--- src/rpc_frame_deframer_assert.svh ---
// ----------------------------------------------------------------------------
// rpc_frame_deframer assertion macros
// Shorthand for the concurrent checks used inside the deframer modules.
// Each macro expects clk and rst_n (synchronous, active low) in scope.
// ----------------------------------------------------------------------------
`ifndef RPC_FRAME_DEFRAMER_ASSERT_SVH
`define RPC_FRAME_DEFRAMER_ASSERT_SVH

// Same-cycle implication.
`define RPCFD_ASSERT_NOW(label, ante, cons) \
  label: assert property (@(posedge clk) disable iff (!rst_n) (ante) |-> (cons)) \
    else $error("rpcfd assertion failed");

// Next-cycle implication.
`define RPCFD_ASSERT_NEXT(label, ante, cons) \
  label: assert property (@(posedge clk) disable iff (!rst_n) (ante) |=> (cons)) \
    else $error("rpcfd assertion failed");

`endif

--- src/rpcfd_pkg.sv ---
// ----------------------------------------------------------------------------
// rpcfd_pkg
// Shared constants, codes and types of the RPC frame deframer.
// ----------------------------------------------------------------------------
package rpcfd_pkg;

  // Header layout: magic, 16-bit control length, 32-bit payload length
  localparam int MAGIC_LEN  = 7;
  localparam int HEADER_LEN = MAGIC_LEN + 6;
  localparam int HDR_IDX_W  = 4;

  typedef logic [HDR_IDX_W-1:0] hdr_idx_t;

  localparam hdr_idx_t MAGIC_END_IDX = hdr_idx_t'(MAGIC_LEN);
  localparam hdr_idx_t CL_B0_IDX     = hdr_idx_t'(MAGIC_LEN);
  localparam hdr_idx_t CL_B1_IDX     = hdr_idx_t'(MAGIC_LEN + 1);
  localparam hdr_idx_t PL_B0_IDX     = hdr_idx_t'(MAGIC_LEN + 2);
  localparam hdr_idx_t PL_B1_IDX     = hdr_idx_t'(MAGIC_LEN + 3);
  localparam hdr_idx_t PL_B2_IDX     = hdr_idx_t'(MAGIC_LEN + 4);
  localparam hdr_idx_t PL_B3_IDX     = hdr_idx_t'(MAGIC_LEN + 5);
  localparam hdr_idx_t HDR_LAST_IDX  = hdr_idx_t'(HEADER_LEN - 1);

  typedef logic [1:0] byte_class_t;
  localparam byte_class_t CLS_HEADER  = 2'd0;
  localparam byte_class_t CLS_CONTROL = 2'd1;
  localparam byte_class_t CLS_PAYLOAD = 2'd2;
  localparam byte_class_t CLS_DISCARD = 2'd3;

  typedef logic [1:0] err_code_t;
  localparam err_code_t ERR_NONE      = 2'd0;
  localparam err_code_t ERR_BAD_MAGIC = 2'd1;
  localparam err_code_t ERR_ZERO_CTRL = 2'd2;

  typedef struct packed {
    logic [7:0]  out_byte;
    byte_class_t byte_class;
    logic        control_last;
    logic        message_last;
    err_code_t   error_code;
  } result_t;

  // "RPC0.1" followed by zero bytes
  function automatic logic [7:0] magic_byte(input logic [2:0] idx);
    logic [7:0] b;
    case (idx)
      3'd0:    b = 8'h52;
      3'd1:    b = 8'h50;
      3'd2:    b = 8'h43;
      3'd3:    b = 8'h30;
      3'd4:    b = 8'h2E;
      3'd5:    b = 8'h31;
      default: b = 8'h00;
    endcase
    return b;
  endfunction

endpackage

--- src/rpcfd_parser.sv ---
// ----------------------------------------------------------------------------
// rpcfd_parser
// Frame parse state and the per-byte classification logic.
// ----------------------------------------------------------------------------
`include "rpc_frame_deframer_assert.svh"

module rpcfd_parser (
  input  logic               clk,
  input  logic               rst_n,
  input  logic               step,       // byte in the input register moves on
  input  logic [7:0]         data_byte,
  output rpcfd_pkg::result_t res
);

  typedef enum logic [1:0] {
    PH_HEADER,
    PH_CONTROL,
    PH_PAYLOAD,
    PH_FATAL
  } phase_t;

  phase_t              phase_r,  phase_nxt;
  rpcfd_pkg::hdr_idx_t idx_r,    idx_nxt;
  logic                mism_r,   mism_nxt;
  logic [15:0]         cl_r,     cl_nxt;
  logic [31:0]         pl_r,     pl_nxt;
  logic [31:0]         rem_r,    rem_nxt;

  always_comb begin
    phase_nxt        = phase_r;
    idx_nxt          = idx_r;
    mism_nxt         = mism_r;
    cl_nxt           = cl_r;
    pl_nxt           = pl_r;
    rem_nxt          = rem_r;
    res.out_byte     = data_byte;
    res.byte_class   = rpcfd_pkg::CLS_HEADER;
    res.control_last = 1'b0;
    res.message_last = 1'b0;
    res.error_code   = rpcfd_pkg::ERR_NONE;

    case (phase_r)
      PH_HEADER: begin
        if (idx_r < rpcfd_pkg::MAGIC_END_IDX) begin
          if (data_byte != rpcfd_pkg::magic_byte(idx_r[2:0])) begin
            mism_nxt = 1'b1;
          end
        end
        if (idx_r == rpcfd_pkg::CL_B0_IDX) cl_nxt[7:0]   = data_byte;
        if (idx_r == rpcfd_pkg::CL_B1_IDX) cl_nxt[15:8]  = data_byte;
        if (idx_r == rpcfd_pkg::PL_B0_IDX) pl_nxt[7:0]   = data_byte;
        if (idx_r == rpcfd_pkg::PL_B1_IDX) pl_nxt[15:8]  = data_byte;
        if (idx_r == rpcfd_pkg::PL_B2_IDX) pl_nxt[23:16] = data_byte;
        if (idx_r == rpcfd_pkg::PL_B3_IDX) pl_nxt[31:24] = data_byte;

        if (idx_r >= rpcfd_pkg::HDR_LAST_IDX) begin
          // bad magic wins over a zero control length
          if (mism_r) begin
            res.error_code = rpcfd_pkg::ERR_BAD_MAGIC;
            phase_nxt      = PH_FATAL;
          end else if (cl_r == 16'd0) begin
            res.error_code = rpcfd_pkg::ERR_ZERO_CTRL;
            phase_nxt      = PH_FATAL;
          end else begin
            phase_nxt = PH_CONTROL;
            rem_nxt   = {16'd0, cl_r};
          end
          idx_nxt  = '0;
          mism_nxt = 1'b0;
        end else begin
          idx_nxt = idx_r + rpcfd_pkg::hdr_idx_t'(1);
        end
      end
      PH_CONTROL: begin
        res.byte_class = rpcfd_pkg::CLS_CONTROL;
        if (rem_r <= 32'd1) begin
          res.control_last = 1'b1;
          if (pl_r == 32'd0) begin
            res.message_last = 1'b1;
            rem_nxt          = '0;
            phase_nxt        = PH_HEADER;
            idx_nxt          = '0;
            mism_nxt         = 1'b0;
          end else begin
            rem_nxt   = pl_r;
            phase_nxt = PH_PAYLOAD;
          end
        end else begin
          rem_nxt = rem_r - 32'd1;
        end
      end
      PH_PAYLOAD: begin
        res.byte_class = rpcfd_pkg::CLS_PAYLOAD;
        if (rem_r <= 32'd1) begin
          res.message_last = 1'b1;
          rem_nxt          = '0;
          phase_nxt        = PH_HEADER;
          idx_nxt          = '0;
          mism_nxt         = 1'b0;
        end else begin
          rem_nxt = rem_r - 32'd1;
        end
      end
      default: begin
        // fatal: pass through, discard
        res.byte_class = rpcfd_pkg::CLS_DISCARD;
      end
    endcase
  end

  always_ff @(posedge clk) begin
    if (!rst_n) begin
      phase_r <= PH_HEADER;
      idx_r   <= '0;
      mism_r  <= 1'b0;
      cl_r    <= '0;
      pl_r    <= '0;
      rem_r   <= '0;
    end else if (step) begin
      phase_r <= phase_nxt;
      idx_r   <= idx_nxt;
      mism_r  <= mism_nxt;
      cl_r    <= cl_nxt;
      pl_r    <= pl_nxt;
      rem_r   <= rem_nxt;
    end
  end

  `RPCFD_ASSERT_NEXT(a_err_goes_fatal, step && res.error_code != rpcfd_pkg::ERR_NONE, phase_r == PH_FATAL)
  `RPCFD_ASSERT_NEXT(a_fatal_sticks, phase_r == PH_FATAL, phase_r == PH_FATAL)
  `RPCFD_ASSERT_NEXT(a_msg_end_rearms, step && res.message_last, phase_r == PH_HEADER && idx_r == '0)
  `RPCFD_ASSERT_NOW(a_idx_in_header, 1'b1, idx_r <= rpcfd_pkg::HDR_LAST_IDX)
  `RPCFD_ASSERT_NOW(a_err_only_in_header, res.error_code != rpcfd_pkg::ERR_NONE, phase_r == PH_HEADER && idx_r == rpcfd_pkg::HDR_LAST_IDX)

endmodule

--- src/rpcfd_out_stage.sv ---
// ----------------------------------------------------------------------------
// rpcfd_out_stage
// Result register driving the master-side stream.
// ----------------------------------------------------------------------------
module rpcfd_out_stage (
  input  logic               clk,
  input  logic               rst_n,
  input  logic               load,       // stage free or being drained
  input  logic               ld_valid,
  input  rpcfd_pkg::result_t ld_res,
  output logic               out_tvalid,
  output logic [7:0]         out_tdata,  // [7:0] out_byte
  output logic [4:0]         out_tuser,  // [1:0] byte_class, [2] control_last, [4:3] error_code
  output logic               out_tlast   // message_last
);

  logic       v_r;
  logic [7:0] data_r;
  logic [4:0] user_r;
  logic       last_r;

  always_ff @(posedge clk) begin
    if (!rst_n) begin
      v_r <= 1'b0;
    end else if (load) begin
      v_r <= ld_valid;
    end
  end

  always_ff @(posedge clk) begin
    if (load && ld_valid) begin
      data_r <= ld_res.out_byte;
      user_r <= {ld_res.error_code, ld_res.control_last, ld_res.byte_class};
      last_r <= ld_res.message_last;
    end
  end

  assign out_tvalid = v_r;
  assign out_tdata  = data_r;
  assign out_tuser  = user_r;
  assign out_tlast  = last_r;

endmodule

--- src/rpc_frame_deframer.sv ---
// ----------------------------------------------------------------------------
// rpc_frame_deframer
// Byte-serial parser for magic-tagged, length-prefixed RPC frames.
// ----------------------------------------------------------------------------
// Takes one byte per transaction and returns one classified byte per
// transaction, in order. A frame is a 13-byte header ("RPC0.1" plus a zero
// byte, 16-bit little-endian control length, 32-bit little-endian payload
// length), then the control bytes, then the payload bytes. Throughput is one
// byte per clock unless the receiver stalls; bytes pass the input register,
// then the result register fed by the parser logic. A bad magic or a zero
// control length, seen on the last header byte, is reported once in
// error_code; after that every byte has class "discarded" until rst_n is asserted.
// ----------------------------------------------------------------------------
module rpc_frame_deframer (
  input  logic       clk,
  input  logic       rst_n,
  // slave side
  input  logic       in_tvalid,
  output logic       in_tready,
  input  logic [7:0] in_tdata,    // [7:0] data_byte
  // master side
  output logic       out_tvalid,
  input  logic       out_tready,
  output logic [7:0] out_tdata,   // [7:0] out_byte
  output logic [4:0] out_tuser,   // [1:0] byte_class, [2] control_last, [4:3] error_code
  output logic       out_tlast    // message_last
);

  // Input register
  logic       in_v_r,    in_v_nxt;
  logic [7:0] in_byte_r;

  // Pipeline advances whenever the result register is empty or being taken
  logic               adv;
  logic               step;
  logic               in_acc;
  rpcfd_pkg::result_t res;

  assign adv       = !out_tvalid || out_tready;
  assign step      = adv && in_v_r;
  assign in_tready = !in_v_r || adv;
  assign in_acc    = in_tvalid && in_tready;

  always_comb begin
    in_v_nxt = in_v_r;
    if (in_acc) begin
      in_v_nxt = 1'b1;
    end else if (adv) begin
      in_v_nxt = 1'b0;
    end
  end

  always_ff @(posedge clk) begin
    if (!rst_n) begin
      in_v_r <= 1'b0;
    end else begin
      in_v_r <= in_v_nxt;
    end
  end

  always_ff @(posedge clk) begin
    if (in_acc) begin
      in_byte_r <= in_tdata;
    end
  end

  // Parse state and per-byte decision
  rpcfd_parser u_parser (
    .clk       (clk),
    .rst_n     (rst_n),
    .step      (step),
    .data_byte (in_byte_r),
    .res       (res)
  );

  // Result register
  rpcfd_out_stage u_out (
    .clk        (clk),
    .rst_n      (rst_n),
    .load       (adv),
    .ld_valid   (in_v_r),
    .ld_res     (res),
    .out_tvalid (out_tvalid),
    .out_tdata  (out_tdata),
    .out_tuser  (out_tuser),
    .out_tlast  (out_tlast)
  );

endmodule

--- config.mk ---
export PLATFORM = sky130hd
export DESIGN_NAME = rpc_frame_deframer
export DESIGN_NICKNAME = d
export VERILOG_FILES = /design/src/rpcfd_pkg.sv /design/src/rpcfd_parser.sv /design/src/rpcfd_out_stage.sv /design/src/rpc_frame_deframer.sv
export VERILOG_INCLUDE_DIRS = /design/src /design/src/src
export SDC_FILE = /design/constraint.sdc
export NUM_CORES = 1
export LEC_CHECK = 0
export BUFFER_PORTS_ARGS = -buffer_cell sky130_fd_sc_hd__buf_4
export CELL_PAD_IN_SITES_DETAIL_PLACEMENT = 0
export CELL_PAD_IN_SITES_GLOBAL_PLACEMENT = 1
export CORE_UTILIZATION = 28
export CTS_BUF_LIST = sky130_fd_sc_hd__clkbuf_16
export CTS_CLUSTER_DIAMETER = 60
export DETAILED_ROUTE_END_ITERATION = 12
export HOLD_SLACK_MARGIN = 0.15
export PLACE_DENSITY = 0.55
export SLEW_MARGIN = 0
export SYNTH_ARGS = -nofsm -noshare
export SYNTH_HDL_FRONTEND = slang
export SYNTH_SLANG_ARGS = --single-unit
--- constraint.sdc ---
create_clock -name clk -period 2.2 [get_ports clk]
set_input_delay 0.55 -clock clk [delete_from_list [all_inputs] [get_ports clk]]
set_output_delay 0.55 -clock clk [all_outputs]
set_load 0.02 [all_outputs]
==> metrics.md <==
| Metric | Value |
|---|---|
| Drt pass-1 iters | `5` |
| Fin nets | `between 700 and 800` |
| Port Buf Inserts | `27` |
| Crit end category | `register` |
| Worst path max stage delay | `0.57 ns` |
| Synth Area in Adders | `2.35%` |
| Post-synthesis mux area share | `about 5.5%` |
| DR top layer | `met4` |
| PwrDens | `543 nW/um^2` |
| Net Count, Synth | `around 680` |
| Worst hold path type | `primary input to register` |
| Synth Area in Compound Gates | `18.0%` |
| Final worst-path cycle share | `a little over nine tenths` |
| Layout area overhead | `29.7%` |
| Peak VDD IR | `about 440 uV` |
| Clock-pin slew on the worst setup and hold paths | `0.09 ns` |
| Synth Flop Type | `dfxtp_1` |
| Row count | `52` |
| Outcome | `finished, final reports clean` |
| Vias in the first global route | `about 5200` |
| Die extent in x | `~150 um` |
| Top delay family on crit path | `simple AND/OR/NAND/NOR gates` |
| Routed WL | `between 15 and 20 mm` |
| DR WL met3 | `between 700 and 800 um` |
| Starting density of the core | `around 29%` |
| R2r setup slk | `between 0.04 and 0.05 ns` |
| Number of synthesized flops with an enable pin | `22` |
| Io pins | `28` |
| Post-route cell area | `7590 sq um` |
| WS Path Type | `register to register` |
| TritonCTS Sinks | `between 100 and 150` |
| CTS Buf Count | `9` |
| CP Cell Sequence | `or4_4 > nor3_2 > and4_4 > o2111ai_4 > buf_4 > mux2_2 > nor2b_1` |
| Die area | `about 21000 sq um` |
| Worst reg2reg startpoint | `u_parser.rem_r[4]` |
| Cells after Synth | `655` |
| H-tree depth | `3` |
| Routed Antenna Nets | `0` |
| Worst hold path depth | `1` |
| Slew headroom | `a little over three fifths` |
| Clk_lat worst skew | `roughly 0.37 ns` |
| WL met2 | `around 8.8 mm` |
| Buf/Inv on CP | `1` |
| Slew at the pin closest to its max-slew limit | `approximately 0.55 ns` |
| Max-cap check violation count | `0` |
| Global-route usage over all layers | `between 15 and 20%` |
| Power Total | `0.00412 W` |
| Final Hold Fails | `0` |
| Drt via density | `5.11` |
| Asr flop ratio synth | `0%` |
| Final critical-path required period | `between 2 and 2.5 ns` |
| Sequential share of the synthesized area | `a little over two fifths` |
| Leakage Power | `3.17 nW` |
| Share of layout cells above drive strength 1 | `27.5%` |
| First-pass GRT wire length | `30.0 mm` |
| Pins Over Slew Limit | `0` |
| Critical Path Start Type | `register` |
| Data arrival, critical path | `2.47 ns` |
| Data required time at the worst endpoint | `about 2.5 ns` |
| Post-DP Area | `7030 sq um` |
| Remaining DRCs | `0` |
| Total number of vias | `roughly 5300` |
| Iteration-0 DRC Markers | `420` |
| Average size of a mapped cell | `about 8.9 sq um` |
| Main combinational cell family by area after synthesis | `simple AND/OR/NAND/NOR gates` |
| Initial antenna violation count | `0` |
| Root Driver | `clkbuf_16` |
| Longest Clk Path Bufs | `2` |
| Post-detail-place hpwl | `roughly 14 mm` |
| Hold EP | `in_byte_r[2]` |
| Min-Delay Startpoint | `in_tdata[2]` |
| CP max-delay cell | `or4_4` |
| Routed WL per cell | `18.6 um` |
| Fin Clk Skew | `roughly 0.015 ns` |
| Crit-path max FO | `5` |
| FF-to-FF path depth | `7` |
| CTS tree | `yes` |
| XOR/XNOR Fraction of Synth Area | `between 3 and 4%` |
| Total gr overflow | `0` |
| Largest net degree at the start of global routing | `36` |
| Synth warn | `0` |
| Finish-stage setup viols | `0` |
| Core Footprint | `between 20000 and 25000 sq um` |
| Simple-Gate Fraction of Synth Area | `between 20% and 30%` |
| RSZ-0062 raised after global routing | `true` |
| Cell Area, Synth | `between 5000 and 6000 sq um` |
| Cell variety after synth | `a little under 70` |
| Max Fclk | `around 460 MHz` |
| Reg-to-Reg End | `u_parser.idx_r[3]` |
| FF+latch count, synth | `111` |
| Met1 Wirelength | `9.40 mm` |
| Die height | `approximately 150 um` |
| Routability cong. | `~0.85` |
| Antenna Cells | `0` |
==> timing repair <==
action                                  CTS  global route
hold buffers                              0             0
resized for setup                        12            41
setup buffers                             2             2
cloned                                    0             1
hold endpoints to repair                  0             0
pin swaps                                 5            22
endpoints found under the setup margin   17            34
==> how the worst max path moves through the flow <==
stage	start	to	slack [ns]	cells after the start
2_1_floorplan	u_parser.rem_r[24]	u_parser.idx_r[2]	-0.14	7
6_report	u_parser.rem_r[4]	u_parser.idx_r[3]	0.04	7
3_5_place_dp	u_parser.rem_r[4]	u_parser.rem_r[5]	-0.07	7
4_1_cts	u_parser.rem_r[4]	u_parser.rem_r[20]	-0.005	7
5_1_grt	u_parser.rem_r[8]	u_parser.rem_r[20]	-0.07	8
3_3_place_gp	u_parser.rem_r[8]	u_parser.rem_r[23]	-0.03	7
==> registers in the layout, indices dropped and copies added (netlist names), 2 cells and up <==
signal	cells
in_byte_r	8
u_out.out_tdata	8
u_out.out_tuser	5
u_parser.cl_r	16
u_parser.idx_r	4
u_parser.phase_r	2
u_parser.pl_r	32
u_parser.rem_r	32
==> cells by family after synthesis <==
| kind of cell | count (synthesis) |
|---|---|
| compound gates | 143 |
| xor+xnor | 21 |
| fa+ha+maj | 11 |
| buf+inv | 63 |
| mux | 32 |
| flops | 111 |
| simple gates | 274 |
==> layer usage <==
metal  vias up  track usage, %
li1       2616               -
met1      2531            25.5
met2       115            28.9
met3        22            2.63
met4         0            5.78
met5         -               0
==> cell usage after synthesis (3+ instances only) <==
library cell | count | share of area (%)
nor2_1 | 32 | 2.1
o2111ai_1 | 3 | 0.45
xnor2_1 | 12 | 1.8
a21oi_1 | 11 | 0.94
a22oi_1 | 9 | 1.2
xor2_1 | 9 | 1.3
nand2_1 | 74 | 4.7
buf_1 | 6 | 0.38
edfxtp_1 | 22 | 11
nor2b_1 | 24 | 2.6
and2_1 | 4 | 0.43
o21ai_0 | 29 | 2.5
a41oi_1 | 3 | 0.45
ha_1 | 11 | 2.4
a31oi_1 | 6 | 0.64
o21a_1 | 3 | 0.38
nor3_1 | 14 | 1.2
a221oi_1 | 11 | 1.6
and4_1 | 5 | 0.75
o31a_1 | 4 | 0.60
nand3_1 | 47 | 4.0
a21boi_0 | 34 | 4.4
a221o_1 | 3 | 0.51
dfxtp_1 | 89 | 30
or2_2 | 8 | 0.86
o211ai_1 | 3 | 0.38
and3_1 | 4 | 0.43
mux2_2 | 3 | 0.58
nand4_1 | 11 | 1.2
mux2i_1 | 29 | 5.0
or3_1 | 8 | 0.86
nand4b_1 | 3 | 0.45
clkbuf_1 | 39 | 2.5
inv_1 | 15 | 0.96
nor4_1 | 24 | 2.6
==> cell type report <==
cell class	count	area (sq um)
clock buffer	9	225
multi-input combinational	481	3330
sequential	111	2450
tap	270	338
clock inverter	7	93.8
fill	2068	12800
timing repair buffer	142	1100
inverter	15	56.3
==> where the power goes <==
group	switching [W]	internal (W)	total (W)
Clock	0.000950	0.000845	0.00179
Combinational	0.000120	0.0000870	0.000207
Sequential	0.0000252	0.00210	0.00212
Total	0.00109	0.00303	0.00412
==> layout by cell type, fill, tap and decap left out, drive strengths merged, types with 3 or more instances in the layout <==
cell       n
inv       21
or3        8
a41oi      3
o31a       4
or2        9
dfxtp     89
a221o      3
nor3      15
xnor2     12
a22oi      9
edfxtp    22
and3       4
nand2     74
o21ai     29
o21a       3
nand4     12
buf      142
a221oi    11
clkbuf     9
nand3     47
nor2b     24
nor2      32
ha        11
and4       5
nor4      28
nand4b     3
a31oi      6
a21oi     11
mux2       3
and2       4
o2111ai    4
o211ai     3
a21boi    36
mux2i     29
xor2       9
==> per-stage QoR <==
stage / hold WS [ns] / TNS, ns / util, % / std cells / setup slack (ns)
floorplan: 0.424 / -1.30 / - / 655 / -0.143
global placement: 0.481 / -0.0913 / 34.5 / 1014 / -0.0342
detailed placement: 0.494 / -0.450 / 34.5 / 1014 / -0.0738
CTS: 0.338 / -0.00886 / 36.3 / 1032 / -0.00489
global route: 0.336 / -0.352 / 37.3 / 1035 / -0.0686
finish: 0.350 / 0 / 37.3 / 1035 / 0.0402
Power figures use the tool's default switching activity.
